<file path="config.mk">
export PLATFORM = sky130hd
export DESIGN_NAME = lowest_free_id_allocator_flat
export DESIGN_NICKNAME = d
export VERILOG_FILES = /design/src/lfid_pkg.sv /design/src/lfid_if.sv /design/src/lfid_find.sv /design/src/lowest_free_id_allocator.sv /design/src/flat_wrapper.sv
export SDC_FILE = /design/constraint.sdc
export NUM_CORES = 1
export LEC_CHECK = 0
export BUFFER_PORTS_ARGS = -buffer_cell sky130_fd_sc_hd__buf_2
export CORE_MARGIN = 1
export CORE_UTILIZATION = 52
export DETAILED_ROUTE_END_ITERATION = 8
export PLACE_DENSITY_LB_ADDON = 0.2
export SYNTH_ARGS = -nofsm -noshare
export SYNTH_HDL_FRONTEND = slang
export SYNTH_SLANG_ARGS = --single-unit
</file>
<file path="constraint.sdc">
create_clock -name clock -period 4.35 [get_ports clock]
set_input_delay 0.435 -clock clock [delete_from_list [all_inputs] [get_ports clock]]
set_output_delay 0.435 -clock clock [all_outputs]
set_load 0.05 [all_outputs]
</file>
<file path="src/lfid_pkg.sv">
// lfid_pkg: shared constants, codes and types of the lowest-free id allocator
// depends on nothing; used by the interfaces, the finder and the top level
`default_nettype none

package lfid_pkg;

   // id and bitmap geometry
   localparam int ID_W             = 8;
   localparam int ID_SPACE         = 256;
   localparam int WORD_W           = 16;
   localparam int WORD_IW          = 4;
   localparam int ID_COUNT_DEFAULT = 256;

   // request codes
   typedef enum logic [1:0] {
      OP_ACQUIRE = 2'd0,
      OP_RELEASE = 2'd1,
      OP_QUERY   = 2'd2
   } op_type;

   // control sequencer states
   typedef enum logic [1:0] {
      ST_IDLE,
      ST_READ,
      ST_EVAL
   } state_type;

   // lowest clear bit of one bitmap row
   typedef struct packed {
      logic               found;
      logic [WORD_IW-1:0] idx;
   } bit_hit_type;

endpackage

`default_nettype wire

</file>
<file path="src/lfid_if.sv">
// lfid_req_if / lfid_rsp_if: valid-ready channels of the allocator
// depends on lfid_pkg for the field widths
`default_nettype none

interface lfid_req_if;
   logic                      valid;
   logic                      ready;
   logic [1:0]                opcode;
   logic                      hint_valid;
   logic [lfid_pkg::ID_W-1:0] id_value;

   modport source (output valid, opcode, hint_valid, id_value, input ready);
   modport sink   (input valid, opcode, hint_valid, id_value, output ready);
endinterface

interface lfid_rsp_if;
   logic                      valid;
   logic                      ready;
   logic [lfid_pkg::ID_W-1:0] granted_id;
   logic                      is_used;
   logic                      pool_full;

   modport source (output valid, granted_id, is_used, pool_full, input ready);
   modport sink   (input valid, granted_id, is_used, pool_full, output ready);
endinterface

`default_nettype wire

</file>
<file path="src/lfid_find.sv">
// lfid_find: priority encoders for the lowest non-full row and lowest free bit
// depends on lfid_pkg
`default_nettype none

module lfid_find #(
   parameter int ROWS  = 16,
   parameter int ROW_W = 4
) (
   input  wire logic [ROWS-1:0]             row_full,
   input  wire logic [lfid_pkg::WORD_W-1:0] word,
   output logic                             row_found,
   output logic [ROW_W-1:0]                 row_idx,
   output lfid_pkg::bit_hit_type            bit_hit
);

   // lowest row whose summary flag says a free id remains
   always_comb begin
      row_found = 1'b0;
      row_idx   = '0;
      for (int r = ROWS - 1; r >= 0; r--) begin
         if (!row_full[r]) begin
            row_found = 1'b1;
            row_idx   = ROW_W'(r);
         end
      end
   end

   // lowest clear bit in the row just read
   always_comb begin
      bit_hit = '0;
      for (int b = lfid_pkg::WORD_W - 1; b >= 0; b--) begin
         if (!word[b]) begin
            bit_hit.found = 1'b1;
            bit_hit.idx   = lfid_pkg::WORD_IW'(b);
         end
      end
   end

endmodule

`default_nettype wire

</file>
<file path="src/lowest_free_id_allocator.sv">
// lowest_free_id_allocator: top level, bitmap memory, row summary and sequencer
// depends on lfid_pkg, lfid_if and lfid_find
`default_nettype none

// Allocator of numeric ids 0 .. min(ID_COUNT,256)-1. The used bitmap lives in a
// memory of 16-bit rows with a registered read; a flip-flop per row marks rows
// written since reset (unwritten rows read as all free) and another marks full
// rows, so no clearing pass follows reset. Each request is one beat in and one
// beat out; requests are handled one at a time. A request is accepted, its row
// is read from memory, and it is evaluated and written back once the response
// register is free; an acquire whose hint is already taken needs a second read,
// of the lowest non-full row, as the memory has a single read port. The response
// sits in an output register, so a new request is taken while it waits.
module lowest_free_id_allocator #(
   parameter int ID_COUNT = lfid_pkg::ID_COUNT_DEFAULT
) (
   input  wire logic   clock,
   input  wire logic   reset,
   lfid_req_if.sink    req_ch,
   lfid_rsp_if.source  rsp_ch
);

   localparam int POOL      = (ID_COUNT < lfid_pkg::ID_SPACE) ? ID_COUNT : lfid_pkg::ID_SPACE;
   localparam int WW        = lfid_pkg::WORD_W;
   localparam int ROWS      = (POOL + WW - 1) / WW;
   localparam int ROW_W     = (ROWS > 1) ? $clog2(ROWS) : 1;
   localparam int LAST_BITS = POOL - (ROWS - 1) * WW;
   localparam logic [WW:0]   LAST_ONES = ((WW + 1)'(1) << LAST_BITS) - (WW + 1)'(1);
   localparam logic [WW-1:0] PAD_MASK  = ~LAST_ONES[WW-1:0];
   localparam logic [ROW_W-1:0] LAST_ROW = ROW_W'(ROWS - 1);
   localparam logic [lfid_pkg::ID_W:0] POOL_L = (lfid_pkg::ID_W + 1)'(POOL);

   // sequencer and request registers
   lfid_pkg::state_type       state_ff, state_in;
   logic [1:0]                op_ff, op_in;
   logic [lfid_pkg::ID_W-1:0] id_ff, id_in;
   logic                      at_id_row_ff, at_id_row_in;
   logic [ROW_W-1:0]          addr_ff, addr_in;

   // bitmap memory and per-row flags
   logic [WW-1:0]   used_mem [ROWS];
   logic [WW-1:0]   rdata_ff;
   logic [ROWS-1:0] rowvld_ff;
   logic [ROWS-1:0] rowfull_ff;

   // response register
   logic                      rsp_valid_ff, rsp_valid_in;
   logic [lfid_pkg::ID_W-1:0] grant_ff, grant_in;
   logic                      used_ff, used_in;
   logic                      full_ff, full_in;

   // datapath
   logic [WW-1:0]         word, pad, eff, wr_word;
   logic                  wr_en, done;
   logic                  row_found;
   logic [ROW_W-1:0]      row_idx;
   lfid_pkg::bit_hit_type bit_hit;
   logic                  req_in_pool, id_in_pool;
   logic [ROW_W-1:0]      req_row;

   // row as held in memory, padded with used bits past the pool
   assign word = rowvld_ff[addr_ff] ? rdata_ff : '0;
   assign pad  = (addr_ff == LAST_ROW) ? PAD_MASK : '0;
   assign eff  = word | pad;

   assign req_in_pool = {1'b0, req_ch.id_value} < POOL_L;
   assign id_in_pool  = {1'b0, id_ff} < POOL_L;
   assign req_row     = req_ch.id_value[lfid_pkg::WORD_IW +: ROW_W];

   lfid_find #(
      .ROWS  (ROWS),
      .ROW_W (ROW_W)
   ) u_find (
      .row_full  (rowfull_ff),
      .word      (eff),
      .row_found (row_found),
      .row_idx   (row_idx),
      .bit_hit   (bit_hit)
   );

   // handshake outputs
   assign req_ch.ready      = (state_ff == lfid_pkg::ST_IDLE);
   assign rsp_ch.valid      = rsp_valid_ff;
   assign rsp_ch.granted_id = grant_ff;
   assign rsp_ch.is_used    = used_ff;
   assign rsp_ch.pool_full  = full_ff;

   // sequencer registers
   always_ff @(posedge clock) begin
      if (reset) begin
         state_ff     <= lfid_pkg::ST_IDLE;
         rsp_valid_ff <= 1'b0;
      end else begin
         state_ff     <= state_in;
         rsp_valid_ff <= rsp_valid_in;
      end
   end

   // payload registers
   always_ff @(posedge clock) begin
      op_ff        <= op_in;
      id_ff        <= id_in;
      at_id_row_ff <= at_id_row_in;
      addr_ff      <= addr_in;
      grant_ff     <= grant_in;
      used_ff      <= used_in;
      full_ff      <= full_in;
   end

   // bitmap memory, registered read
   always_ff @(posedge clock) begin
      if (wr_en) begin
         used_mem[addr_ff] <= wr_word;
      end
      rdata_ff <= used_mem[addr_ff];
   end

   // row written and row full flags
   always_ff @(posedge clock) begin
      if (reset) begin
         rowvld_ff  <= '0;
         rowfull_ff <= '0;
      end else if (wr_en) begin
         rowvld_ff[addr_ff]  <= 1'b1;
         rowfull_ff[addr_ff] <= &(wr_word | pad);
      end
   end

   // next state, memory write and response
   always_comb begin
      state_in     = state_ff;
      op_in        = op_ff;
      id_in        = id_ff;
      at_id_row_in = at_id_row_ff;
      addr_in      = addr_ff;
      wr_en        = 1'b0;
      wr_word      = word;
      done         = 1'b0;
      rsp_valid_in = rsp_valid_ff && !rsp_ch.ready;
      grant_in     = grant_ff;
      used_in      = used_ff;
      full_in      = full_ff;

      case (state_ff)
         lfid_pkg::ST_IDLE: begin
            if (req_ch.valid) begin
               op_in    = req_ch.opcode;
               id_in    = req_ch.id_value;
               state_in = lfid_pkg::ST_READ;
               if (req_ch.opcode == lfid_pkg::OP_ACQUIRE &&
                   !(req_ch.hint_valid && req_in_pool)) begin
                  // no usable hint: go straight to the lowest non-full row
                  addr_in      = row_idx;
                  at_id_row_in = 1'b0;
               end else begin
                  addr_in      = req_in_pool ? req_row : '0;
                  at_id_row_in = 1'b1;
               end
            end
         end

         lfid_pkg::ST_READ: begin
            state_in = lfid_pkg::ST_EVAL;
         end

         lfid_pkg::ST_EVAL: begin
            if (!rsp_valid_ff || rsp_ch.ready) begin
               done     = 1'b1;
               state_in = lfid_pkg::ST_IDLE;
               grant_in = id_ff;
               used_in  = 1'b0;
               full_in  = 1'b0;
               case (op_ff)
                  lfid_pkg::OP_ACQUIRE: begin
                     if (at_id_row_ff && !eff[id_ff[lfid_pkg::WORD_IW-1:0]]) begin
                        // hint is free
                        wr_en = 1'b1;
                        wr_word[id_ff[lfid_pkg::WORD_IW-1:0]] = 1'b1;
                     end else if (at_id_row_ff && row_found) begin
                        // hint taken: rescan the lowest non-full row
                        done         = 1'b0;
                        addr_in      = row_idx;
                        at_id_row_in = 1'b0;
                        state_in     = lfid_pkg::ST_READ;
                     end else if (!row_found) begin
                        full_in = 1'b1;
                     end else begin
                        wr_en             = 1'b1;
                        wr_word[bit_hit.idx] = 1'b1;
                        grant_in = lfid_pkg::ID_W'({addr_ff, bit_hit.idx});
                     end
                  end
                  lfid_pkg::OP_RELEASE: begin
                     if (id_in_pool) begin
                        wr_en = 1'b1;
                        wr_word[id_ff[lfid_pkg::WORD_IW-1:0]] = 1'b0;
                     end
                  end
                  lfid_pkg::OP_QUERY: begin
                     used_in = id_in_pool && word[id_ff[lfid_pkg::WORD_IW-1:0]];
                  end
                  default: begin
                  end
               endcase
               if (done) begin
                  rsp_valid_in = 1'b1;
               end
            end
         end

         default: begin
            state_in = lfid_pkg::ST_IDLE;
         end
      endcase
   end

`ifndef SYNTHESIS
   // a write back never overruns a response beat still waiting
   a_no_overrun: assert property (@(posedge clock) disable iff (reset)
      wr_en |-> (!rsp_valid_ff || rsp_ch.ready))
      else $error("bitmap written while response register busy");

   // a written row reads as written from then on
   a_row_marked: assert property (@(posedge clock) disable iff (reset)
      wr_en |=> rowvld_ff[$past(addr_ff)])
      else $error("written row not marked valid");

   // a successful acquire grants an id inside the pool
   a_grant_in_pool: assert property (@(posedge clock) disable iff (reset)
      (done && op_ff == lfid_pkg::OP_ACQUIRE && !full_in) |->
         ({1'b0, grant_in} < POOL_L))
      else $error("granted id outside the pool");

   // pool full is only reported when every row is full
   a_full_consistent: assert property (@(posedge clock) disable iff (reset)
      (done && full_in) |-> (&rowfull_ff))
      else $error("pool full reported with a free row");
`endif

endmodule

`default_nettype wire
</file>
<file path="src/flat_wrapper.sv">
// flat-port wrapper written by rule: the top's interface ports become plain ports
module lowest_free_id_allocator_flat 
#(
   parameter int ID_COUNT = lfid_pkg::ID_COUNT_DEFAULT
)
  (clock, reset, req_ch_valid, req_ch_opcode, req_ch_hint_valid, req_ch_id_value, req_ch_ready, rsp_ch_valid, rsp_ch_granted_id, rsp_ch_is_used, rsp_ch_pool_full, rsp_ch_ready);
  lfid_req_if req_ch_i ();
  lfid_rsp_if rsp_ch_i ();
  input  wire logic clock;
  input  wire logic reset;
  input wire logic [$bits(req_ch_i.valid)-1:0] req_ch_valid;
  input wire logic [$bits(req_ch_i.opcode)-1:0] req_ch_opcode;
  input wire logic [$bits(req_ch_i.hint_valid)-1:0] req_ch_hint_valid;
  input wire logic [$bits(req_ch_i.id_value)-1:0] req_ch_id_value;
  output wire logic [$bits(req_ch_i.ready)-1:0] req_ch_ready;
  output wire logic [$bits(rsp_ch_i.valid)-1:0] rsp_ch_valid;
  output wire logic [$bits(rsp_ch_i.granted_id)-1:0] rsp_ch_granted_id;
  output wire logic [$bits(rsp_ch_i.is_used)-1:0] rsp_ch_is_used;
  output wire logic [$bits(rsp_ch_i.pool_full)-1:0] rsp_ch_pool_full;
  input wire logic [$bits(rsp_ch_i.ready)-1:0] rsp_ch_ready;
  assign req_ch_i.valid = req_ch_valid;
  assign req_ch_i.opcode = req_ch_opcode;
  assign req_ch_i.hint_valid = req_ch_hint_valid;
  assign req_ch_i.id_value = req_ch_id_value;
  assign req_ch_ready = req_ch_i.ready;
  assign rsp_ch_valid = rsp_ch_i.valid;
  assign rsp_ch_granted_id = rsp_ch_i.granted_id;
  assign rsp_ch_is_used = rsp_ch_i.is_used;
  assign rsp_ch_pool_full = rsp_ch_i.pool_full;
  assign rsp_ch_i.ready = rsp_ch_ready;
  lowest_free_id_allocator #(.ID_COUNT(ID_COUNT)) u_core (.clock(clock), .reset(reset), .req_ch(req_ch_i), .rsp_ch(rsp_ch_i));
endmodule
</file>
==> results of run 1 <==
## report_power, final
group | switching, W | internal (W)
registers | 0.000107 | 0.00361
clock network | 0.00119 | 0.00156
logic | 0.000556 | 0.000330
## cell usage in the layout, fill, tap and decap left out, types with 6 or more instances in the layout
cell type	synthesis	layout
inv_1	14	14
a21oi_1	10	10
a22oi_1	6	6
mux2i_1	6	6
o21ai_2	11	11
and3_1	6	6
nand2b_1	6	6
nor2_1	71	67
dfxtp_1	51	51
nor3_2	1	10
o21ai_1	17	17
clkinv_2	0	6
nand2_1	51	51
or3b_2	12	12
o21ai_0	11	11
mux4_2	85	85
nand4_1	13	13
and4_1	8	8
clkbuf_16	0	34
nand3_1	30	30
buf_4	4	48
o31ai_1	7	7
clkinv_1	1	8
buf_2	5	26
edfxtp_1	281	281
nor3_1	24	14
clkbuf_1	21	7
nor2b_1	12	12
## layer usage
| layer | GRT usage, % | wire length, um |
|---|---|---|
| met1 | 37.6 | 15200 |
| met2 | 38.5 | 15600 |
| met3 | 4.63 | 2440 |
| met4 | 9.46 | 1190 |
| met5 | 0 | 0 |
## through the flow
stage | util [%] | worst slack [ns] | hold slack, ns | instance area (sq um)
finish | 60.5 | 0.551 | 0.0860 | 15900
global route | 60.5 | 0.413 | 0.0734 | 15900
floorplan | - | 0.446 | 0.435 | 14100
global placement | 56.5 | 0.640 | 0.451 | 14800
CTS | 60.5 | 0.597 | 0.0763 | 15900
detailed placement | 56.5 | 0.609 | 0.461 | 14800
## cell usage after synthesis, types with 3 or more instances
master,count
o31ai_1,7
a21boi_0,4
nand4_1,13
o21ai_2,11
and4_1,8
nor4_1,3
a211oi_1,3
nor2_1,71
buf_2,5
mux4_2,85
or3b_2,12
buf_4,4
o21ai_0,11
and3_1,6
nand2_1,51
o221ai_1,3
a221o_1,3
a31oi_1,4
nand2b_1,6
a21o_1,4
inv_1,14
a21oi_1,10
nor2b_1,12
or2_2,5
a22o_1,3
nor3_1,24
o21ai_1,17
buf_1,8
o211ai_1,5
o41ai_1,3
a22oi_1,6
buf_6,3
and2_1,5
nand3_1,30
clkbuf_1,21
edfxtp_1,281
a31o_2,4
mux2_2,4
a21boi_1,3
or3_1,4
mux2i_1,6
dfxtp_1,51
## layout make-up
class	count	area, sq um
Timing Repair Buffer	74	490
Sequential cell	332	9460
Inverter	16	60.1
Tap cell	335	419
Clock buffer	44	918
Multi-Input combinational cell	482	4420
Clock inverter	17	131
Fill cell	1983	10400
## final timing paths
path / to / slack [ns]
worst max-delay path: u_core.used_mem[2][8]$_DFFE_PP_ / 0.55
worst min-delay path: u_core.id_ff[2]$_DFFE_PP_ / 0.09
worst max register to register: u_core.used_mem[2][8]$_DFFE_PP_ / 0.55
worst min register to register: u_core.rowvld_ff[13]$_SDFFE_PP0P_ / 0.48
## sequential cells by signal, summed over array words and instances, names as in the netlist, 2 cells and up
| name | flops |
|---|---|
| u_core.addr_ff | 4 |
| u_core.op_ff | 2 |
| u_core.id_ff | 8 |
| u_core.rowvld_ff | 16 |
| u_core.rdata_ff | 16 |
| u_core.rsp_ch.granted_id | 8 |
| u_core.rowfull_ff | 16 |
| u_core.used_mem | 256 |
| u_core.state_ff | 2 |
## kinds of logic (layout without fill, tap and decap cells)
| family | Yosys count | in the layout | synth area share, % |
|---|---|---|---|
| muxes | 96 | 96 | 14.5 |
| DFF | 332 | 332 | 67.3 |
| and+or+nand+nor | 260 | 260 | 9.59 |
| AOI/OAI and AO/OA | 126 | 126 | 6.83 |
| buffers and inverters | 57 | 151 | 1.83 |
==> results.md, run 1 <==
Outcome:
- The flow ran to the end, but the final reports show violations.
- The final reports fail on DRC.

Logic synthesis:
- For this run, the number of Yosys warnings is 0.
- In the synthesized netlist the async set-or-reset flop fraction comes to 0%.
- Sequential cells were found to cover 67.3% of the synthesized design area.
- The mapped netlist covers 14100 sq um.
- After synthesis, the cell types taking the most area are edfxtp_1, mux4_2, dfxtp_1.
- Yosys mapped a number of flops with a built-in enable equal to 281.
- The cell type with the largest total area after synthesis is edfxtp_1.
- After synthesis, the largest area contributor takes up 60.0% of total cell area.
- Synthesis produced a netlist whose cell count is 871.
- The per-instance average area after synthesis is 16.1 sq um.
- The synthesized flop and latch total is 332.
- In this run, distinct cell masters in the synthesized netlist total 72.
- The most frequently used flop master after synthesis is edfxtp_1.
- The number of nets in the synthesized netlist is 886.

Floorplan:
- In this run the vertical extent of the chip is 166 um.
- The region available for standard cell placement spans 26300 sq um.
- The number of core rows is 59.
- 27 I/O pins were placed.
- Once the floorplan was initialized, standard cells occupied 53.5% of the core.
- The floorplan step set the die width to 166 um.
- The die outline area is 27700 sq um.

Worst setup path:
- The critical path's top delay family is multiplexers.
- The startpoint identified for the worst register-to-register timing path is u_core.id_ff[1]$_DFFE_PP_.
- The maximum fanout count along the critical path is 12.
- The slowest stage of the critical path belongs to the cell edfxtp_1.
- Walking the worst path, the cells encountered are mux4_2, mux2_2, mux2i_2, a211oi_1, o32ai_2, nand2_1, nor2_2, buf_4.
- The first element of the critical path is u_core.id_ff[1]$_DFFE_PP_.
- The critical path class is reg2reg.
- The nature of the critical path startpoint is a flop.
- The cell depth of the worst flop-to-flop path is 8.
- For this run, the slowest stage of the critical path takes 0.68 ns.
- The worst path arrival time is 4.02 ns.
- The number of buffers and inverters on the critical path is 1.
- The total number of cells along the worst setup path is 8.
- The type of element capturing the critical path is a flop.
- At the worst endpoint, the required time is 4.57 ns.

Placed design:
- After legalization and detailed placement, the total HPWL measured 22400 um.
- The final weighted congestion in routability-driven placement is 1.01.
- The number of placed instances, taps included, is 1239.
- The number of port buffers is 26.

GRT:
- The initial antenna violation count is 0.
- Global routing finished with a remaining overflow of 0.
- Entering global routing, the biggest net connects 69 pins.
- The number of global-route vias before repair is 8069.
- The first global-routing pass estimated 51800 um of wire.
- The total global routing track utilization is 25.6%.

Min path:
- The launch instance of the worst min-delay path is req_ch_id_value[2].
- The path type of the worst min-delay path is in2reg.
- Counting instances, the worst hold path has a depth of 1.

Detailed routing:
- Dividing the detail-routed via count by the number of cells gives 6.44.
- The remaining antenna violation count after routing is 0.
- The average wire per standard cell is 26.5 um.
- The total wire length after detailed routing is 34400 um.
- The number of DRC violations after detailed-routing iteration 0 is 805.
- The DRC violations left is 4.
- The first TritonRoute pass finished after 7 iterations.
- The final route contains 8369 vias.

Flow run:
- The tool flagged a number of max-cap violations equal to 0.

Cells and area:
- The relative area change from synthesis to final layout is 13.1%.
- The fraction of layout instances using a drive strength above 1 is 28.0%.
- The number of standard cells in the final layout excluding fillers is 1300.
- The number of diodes is 0.
- At the end of the flow, the number of nets in the layout was 955.

CTS:
- The clock edge transition at the registers on the reported setup and hold paths is 0.07 ns.
- The H-tree depth is 2.
- The number of buffers inserted by post-CTS setup repair is 0.
- The post-cts gate resize count is 0.
- Clock tree synthesis selected as its root buffer the cell clkbuf_16.
- The clock sink total is 332.
- The maximum buffer depth of the clock tree is 3.
- The number of buffers inserted by hold repair at cts is 0.
- TritonCTS built the clock tree.
- The number of buffers added by the clock tree synthesis step is 34.
- The clock latency on the worst-skew pair is 0.53 ns.

STA:
- The max-slew violation count was 0.
- The hold violation total from the final report is 0.
- The final-layout setup total negative slack is 0 ns.
- The headroom to the max-slew limit is 30.0%.
- Timing would allow up to 263 MHz.
- The final clock period utilization by the worst path is 87.3%.
- Across the routed clock network, the largest skew measured is 0.0148 ns.
- At the pin with the least slew margin, the transition time is 1.05 ns.
- Setup repair after global routing left no endpoint under its margin.
- Setup violations remaining at the end of the flow were counted as 0.
- The minimum clock period after layout is 3.80 ns.

Power and ir drop:
- In this run the power density over the cells is 463 nW/um^2.
- The total leakage power is 5.25 nW.
- The highest ir drop seen on vdd is 0.300 mV.
- The total power consumption of the routed design is 0.00736 W.
Note: power is estimated with default switching activity, not from simulation.
==> run 2: changes to the inputs <==
--- a/config.mk
+++ b/config.mk
@@ -9,6 +9,7 @@
 export CORE_MARGIN = 1
 export CORE_UTILIZATION = 52
 export DETAILED_ROUTE_END_ITERATION = 8
+export MAX_ROUTING_LAYER = met4
 export PLACE_DENSITY_LB_ADDON = 0.2
 export SYNTH_ARGS = -nofsm -noshare
 export SYNTH_HDL_FRONTEND = slang
==> results.md, run 2 (synthesis results as in run 1) <==
CTS:
- The maximum buffer depth of the clock tree is 3 (unchanged).
- The H-tree depth was 2 (unchanged).
- The clock latency on the worst-skew pair is 0.52 ns (about the same).
- The clock edge transition at the registers on the reported setup and hold paths is 0.06 ns (about the same).
- The CTS tree is yes.
- The clock sink total was 332 (unchanged).
- The post-cts gate resize count came to 0 (unchanged).
- The number of buffers added by the clock tree synthesis step is 35 (+2.9%).
- The number of buffers inserted by post-CTS setup repair was 0 (unchanged).
- The cell at the root of the clock tree is clkbuf_16.
- The number of buffers inserted by hold repair at cts is 0 (unchanged).

Floorplan:
- The floorplan die width is 166 um (unchanged).
- The vertical die dimension is 166 um (unchanged).
- The number of core rows was 59 (unchanged).
- The area of the core region was 26300 sq um (unchanged).
- The count of boundary I/O pins was 27 (unchanged).
- The effective utilization at floorplan is 53.5% (unchanged).
- The die outline area is 27700 sq um (unchanged).

STA:
- The final-layout setup total negative slack is 0 ns (unchanged).
- The final clock period utilization by the worst path is 85.7% (-1.6 points).
- The transition time at the pin with the least slew margin came to 1.08 ns (+0.0341 ns).
- Setup repair after global routing left no endpoint under its margin.
- The minimum clock period after layout came to 3.73 ns (-0.0696 ns).
- The headroom to the max-slew limit is 27.7% (-2.3 points).
- The highest achievable clock rate is 268 MHz (+1.9%).
- The max-slew violation count is 0 (unchanged).
- The hold violation total from the final report was 0 (unchanged).
- The maximum clock skew at final layout was 0.0177 ns (+0.00296 ns).
- The total setup violations reported at the end of the flow is 0 (unchanged).
- The setup slack of the critical path after layout was 0.620 ns (+0.0696 ns).

Outcome:
- The final reports fail on DRC.
- The run finished, with violations left.

Worst setup path:
- The maximum fanout count along the critical path is 12 (unchanged).
- The worst setup path is captured at a flop.
- STA classifies the critical path startpoint as a flop.
- The required time at the worst-slack endpoint is 4.56 ns (about the same).
- The critical path class is reg2reg.
- The worst path arrival time is 3.94 ns (-0.08 ns).

GRT:
- The initial antenna violation count is 1 (+1).
- The total overflow reported by the global router came to 0 (unchanged).
- The number of global-route vias before repair was 8165 (+1.2%).
- The global-route wire length before repair is 52800 um (+2.0%).
- The total global routing track utilization came to 26.9% (+1.3 points).
- The maximum number of pins on one net before global-route repair is 69 (unchanged).

Cells and area:
- The library cells used most frequently in the layout, excluding fill and tap cells, are edfxtp_1, mux4_2, nor2_1, nand2_1, dfxtp_1.
- The number of diodes came to 0 (unchanged).
- The fraction of layout instances using a drive strength above 1 is 27.8% (-0.13 points).
- Counting flops per register, the top entry is u_core.used_mem.
- Leaving out fill and tap cells, the most frequent cell in the layout is edfxtp_1.
- The relative area change from synthesis to final layout is 13.7%.
- The area taken by flip-flops and latches was 9460 sq um (unchanged).
- The number of flip-flops under the largest register name is 256 (unchanged).
- The final layout net count is 957 (+0.21%).
- The total area of multi-input combinational cells is 4420 sq um (unchanged).
- The fill cell total of the finished layout is 1988 (+0.25%).

Detailed routing:
- The number of vias in the routed layout is 8333 (-0.43%).
- The remaining antenna violation count after routing was 0 (unchanged).
- The number of iterations in the first detailed-routing pass was 7 (unchanged).
- The DRC violations left came to 4 (unchanged).
- The average wire per standard cell is 26.8 um (+1.2%).
- The number of DRC violations after detailed-routing iteration 0 came to 888 (+10%).
- The per-cell via count in the routed design came to 6.41 (-0.51%).
- The total wire length after detailed routing was 34900 um (+1.3%).

Placed design:
- The final weighted congestion in routability-driven placement came to 0.970 (-3.5%).
- The post-placement setup slack is 0.624 ns (+0.0144 ns).
- The number of port buffers is 26 (unchanged).
- The total half-perimeter wirelength after legalization and detailed placement is 22600 um (+1.3%).

Power and ir drop:
- The total leakage power is 5.28 nW (+0.54%).
- The power per cell area came to 470 nW/um^2 (+1.6%).
- The highest ir drop seen on vdd is 0.418 mV (+40%).

Min path:
- The worst hold path belongs to the class in2reg.

Flow run:
- The count of max-cap constraint violations is 0 (unchanged).
run 2: final timing paths:
path                               startpoint                                to  slack, ns  depth (start not counted)
max reg2reg         u_core.id_ff[1]$_DFFE_PP_  u_core.used_mem[15][0]$_DFFE_PP_       0.62                          7
min reg2reg  u_core.rowvld_ff[2]$_SDFFE_PP0P_  u_core.rowvld_ff[2]$_SDFFE_PP0P_       0.47                          2
min                        req_ch_id_value[3]         u_core.id_ff[3]$_DFFE_PP_        0.1                          1
max                 u_core.id_ff[1]$_DFFE_PP_  u_core.used_mem[15][0]$_DFFE_PP_       0.62                          7
run 2: routing by layer:
| metal | global-route usage (%) | routed length (um) |
|---|---|---|
| met5 | - | 0 |
| met4 | 8.05 | 943 |
| met3 | 3.18 | 2000 |
| met2 | 40.0 | 16300 |
| met1 | 39.3 | 15600 |
run 2: final cells by class:
class / instances / area share, %
clock buffer: 48 / 5.85
clock inverter: 13 / 1.14
inverter: 16 / 0.376
multi-input combinational: 482 / 27.6
sequential: 332 / 59.2
tap: 335 / 2.62
timing repair buffer: 75 / 3.19
run 2: metrics by stage:
stage / utilization, % / power, W / cell area [sq um] / cells / hold WS, ns
6_report: 60.8 / 0.00752 / 16000 / 1301 / 0.0989
5_1_grt: 60.8 / 0.00776 / 16000 / 1301 / 0.0971
4_1_cts: 60.8 / 0.00756 / 16000 / 1301 / 0.0823
3_5_place_dp: 56.6 / 0.00468 / 14900 / 1240 / 0.459
3_3_place_gp: 56.6 / 0.00467 / 14900 / 1240 / 0.449
2_1_floorplan: - / 0.00434 / 14100 / 871 / 0.435
run 2: critical path, cell delays in order (launching register included):
cell and delay [ns]:
edfxtp_1 0.68, mux4_2 0.63, mux2_2 0.29, mux2i_2 0.23, a211oi_1 0.11, o32a_1 0.57, nor3_4 0.59, buf_4 0.31
run 2: report_power, final:
group | switching, W | leakage (nW) | internal [W]
Clock | 0.00115 | 0.541 | 0.00175
Combinational | 0.000560 | 1.73 | 0.000334
Sequential | 0.000110 | 3.00 | 0.00361
==> run 3: changes to the inputs <==
--- a/config.mk
+++ b/config.mk
@@ -6,11 +6,12 @@
 export NUM_CORES = 1
 export LEC_CHECK = 0
 export BUFFER_PORTS_ARGS = -buffer_cell sky130_fd_sc_hd__buf_2
+export CAP_MARGIN = 10
 export CORE_MARGIN = 1
 export CORE_UTILIZATION = 52
 export DETAILED_ROUTE_END_ITERATION = 8
 export MAX_ROUTING_LAYER = met4
-export PLACE_DENSITY_LB_ADDON = 0.2
+export PLACE_DENSITY = 0.69
 export SYNTH_ARGS = -nofsm -noshare
 export SYNTH_HDL_FRONTEND = slang
 export SYNTH_SLANG_ARGS = --single-unit
==> results.md, run 3 (synthesis results as in run 1) <==
STA:
- The final-layout setup total negative slack is 0 ns (unchanged).
- The headroom to the max-slew limit was 38.1% (+10 points).
- The highest achievable clock rate is 269 MHz (+0.27%).
- The final clock period utilization by the worst path is 85.5% (-0.23 points).
- The max-slew violation count is 0 (unchanged).
- The transition time at the pin with the least slew margin is 0.929 ns (-0.155 ns).
- The maximum clock skew at final layout came to 0.0160 ns (-0.00176 ns).
- The final hold slack is 0.100 ns (+0.00115 ns).
- Setup repair after global routing left no endpoint under its margin.
- The minimum clock period after layout is 3.72 ns (-0.0102 ns).
- The total setup violations reported at the end of the flow is 0 (unchanged).
- The hold violation total from the final report came to 0 (unchanged).

Cells and area:
- The fraction of layout instances using a drive strength above 1 came to 27.3% (-0.59 points).
- The area taken by flip-flops and latches came to 9460 sq um (unchanged).
- The register bank with the most flops is u_core.used_mem.
- The fill cell total of the finished layout was 1964 (-1.2%).
- The total area of multi-input combinational cells was 4420 sq um (unchanged).
- The number of diodes came to 0 (unchanged).
- The final layout net count is 954 (-0.31%).
- Leaving out fill and tap cells, the most frequent cell in the layout is edfxtp_1.
- The number of flip-flops under the largest register name came to 256 (unchanged).
- The utilization of the core after routing is 60.5% (-0.35 points).
- Leaving out fill and tap cells, the most frequent cells in the layout are edfxtp_1, mux4_2, nor2_1, nand2_1, dfxtp_1.
- The relative area change from synthesis to final layout is 13.0%.
- The number of standard cells in the final layout excluding fillers is 1300 (-0.077%).

GRT:
- The maximum number of pins on one net before global-route repair is 60 (-13%).
- The global-route wire length before repair is 52000 um (-1.6%).
- The number of global-route vias before repair is 8423 (+3.2%).
- The total overflow reported by the global router was 0 (unchanged).
- The total global routing track utilization is 26.2% (-0.70 points).
- The initial antenna violation count came to 0 (-1).

Detailed routing:
- The average wire per standard cell is 26.1 um (-2.8%).
- The number of iterations in the first detailed-routing pass is 7 (unchanged).
- The DRC violations left is 10 (+6).
- The number of vias in the routed layout is 8343 (+0.12%).
- The total wire length after detailed routing is 33900 um (-2.8%).
- The number of DRC violations after detailed-routing iteration 0 is 864 (-2.7%).
- The per-cell via count in the routed design was 6.42 (+0.20%).
- The remaining antenna violation count after routing is 0 (unchanged).

Power and ir drop:
- The combinational group share of total power came to 11.7% (-0.2 points).
- The highest ir drop seen on vdd is 0.203 mV (-52%).
- The total power consumption of the routed design is 0.00736 W (-2.1%).
- The fraction of power spent switching nets is 24.6% (+0.30 points).
- The internal power contribution came to 0.00555 W (-2.5%).
- The share of power burned in the clock network was 37.8% (-0.8 points).
- The power share of the sequential group was 50.5% (+1.0 points).
- The total leakage power was 5.23 nW (-0.89%).
- The power per cell area was 463 nW/um^2 (-1.5%).
- The net switching component of the power came to 0.00181 W (-0.85%).

Min path:
- The path type of the worst min-delay path is in2reg.
- The hold-critical path depth is 1 (unchanged).

Placed design:
- The placed cell count is 1237 (-0.24%).
- The number of port buffers was 26 (unchanged).
- The total half-perimeter wirelength after legalization and detailed placement is 20800 um (-8.2%).
- The final weighted congestion in routability-driven placement is 1.02 (+5.6%).

Worst setup path:
- The nature of the critical path startpoint is a flop.
- The cell depth of the worst flop-to-flop path is 7 (unchanged).
- The worst path arrival time came to 3.89 ns (-0.05 ns).
- The maximum fanout count along the critical path is 16 (+4).
- The type of element capturing the critical path is a flop.
- The critical path class is reg2reg.
- The count of buffer and inverter cells on the critical path is 1 (unchanged).
- The library cell contributing the largest single delay on the critical path is edfxtp_1.
- Traced cell by cell, the critical path runs through mux4_2, mux2_2, mux2i_2, a211oi_1, o32a_1, nor3_2, buf_4.
- The critical path's top delay family is multiplexers.
- The stage delay of the slowest cell on the critical path was 0.72 ns (+0.04 ns).
- The total number of cells along the worst setup path is 7 (unchanged).
- The required time at the worst-slack endpoint is 4.52 ns (-0.04 ns).

Floorplan:
- The count of boundary I/O pins is 27 (unchanged).
- The floorplan die width is 166 um (unchanged).
- The die outline area is 27700 sq um (unchanged).
- The effective utilization at floorplan is 53.5% (unchanged).
- The number of core rows is 59 (unchanged).
- The area of the core region is 26300 sq um (unchanged).
- The vertical die dimension is 166 um (unchanged).

Outcome:
- The flow ran to the end, but the final reports show violations.
- The final reports fail on DRC.

CTS:
- The maximum buffer depth of the clock tree is 3 (unchanged).
- The clock edge transition at the registers on the reported setup and hold paths was 0.06 ns (about the same).
- The clock sink total is 332 (unchanged).
- The number of buffers inserted by hold repair at cts came to 0 (unchanged).
- The tree is rooted in a clkbuf_16.
- TritonCTS built the clock tree.
- The number of buffers added by the clock tree synthesis step is 35 (unchanged).
- The clock latency on the worst-skew pair is 0.52 ns (about the same).
- The H-tree depth is 2 (unchanged).
- The number of buffers inserted by post-CTS setup repair is 0 (unchanged).
- The post-cts gate resize count was 0 (unchanged).

Flow run:
- The count of max-cap constraint violations is 0 (unchanged).
[run 3: stage by stage]
| stage | cell area, sq um | setup WS, ns |
|---|---|---|
| after CTS | 15900 | 0.647 |
| after floorplan | 14100 | 0.446 |
| after global placement | 14800 | 0.636 |
| final | 15900 | 0.630 |
| after global routing | 15900 | 0.417 |
| after detailed placement | 14800 | 0.675 |
[run 3: worst paths after layout]
| check | from | to | slack (ns) |
|---|---|---|---|
| max | u_core.id_ff[1]$_DFFE_PP_ | u_core.used_mem[3][13]$_DFFE_PP_ | 0.63 |
| min | req_ch_id_value[0] | u_core.id_ff[0]$_DFFE_PP_ | 0.10 |
| max reg2reg | u_core.id_ff[1]$_DFFE_PP_ | u_core.used_mem[3][13]$_DFFE_PP_ | 0.63 |
| min reg2reg | u_core.rowvld_ff[11]$_SDFFE_PP0P_ | u_core.rowvld_ff[11]$_SDFFE_PP0P_ | 0.48 |
[run 3: cell type report]
class / instances / share of cell area [%]
inverter: 16 / 0.378
sequential: 332 / 59.5
clock buffer: 51 / 6.09
tap: 335 / 2.64
multi-input combinational: 482 / 27.8
timing repair buffer: 72 / 2.99
clock inverter: 12 / 0.583
[run 3: power groups by stage]
stage          Combinational, W  Sequential, W  Clock (W)
2_1_floorplan          0.000603        0.00374          0
6_report               0.000862        0.00372    0.00278
3_3_place_gp           0.000856        0.00379          0
3_5_place_dp           0.000855        0.00378          0
5_1_grt                0.000925        0.00373    0.00295
4_1_cts                0.000861        0.00372    0.00283
[run 3: per-layer routing]
layer / vias up / GRT usage [%] / wire, um
li1: 3648 / - / -
met1: 4267 / 35.3 / 14500
met2: 338 / 39.9 / 15700
met3: 90 / 4.02 / 2130
met4: 0 / 11.4 / 1540
met5: - / - / 0
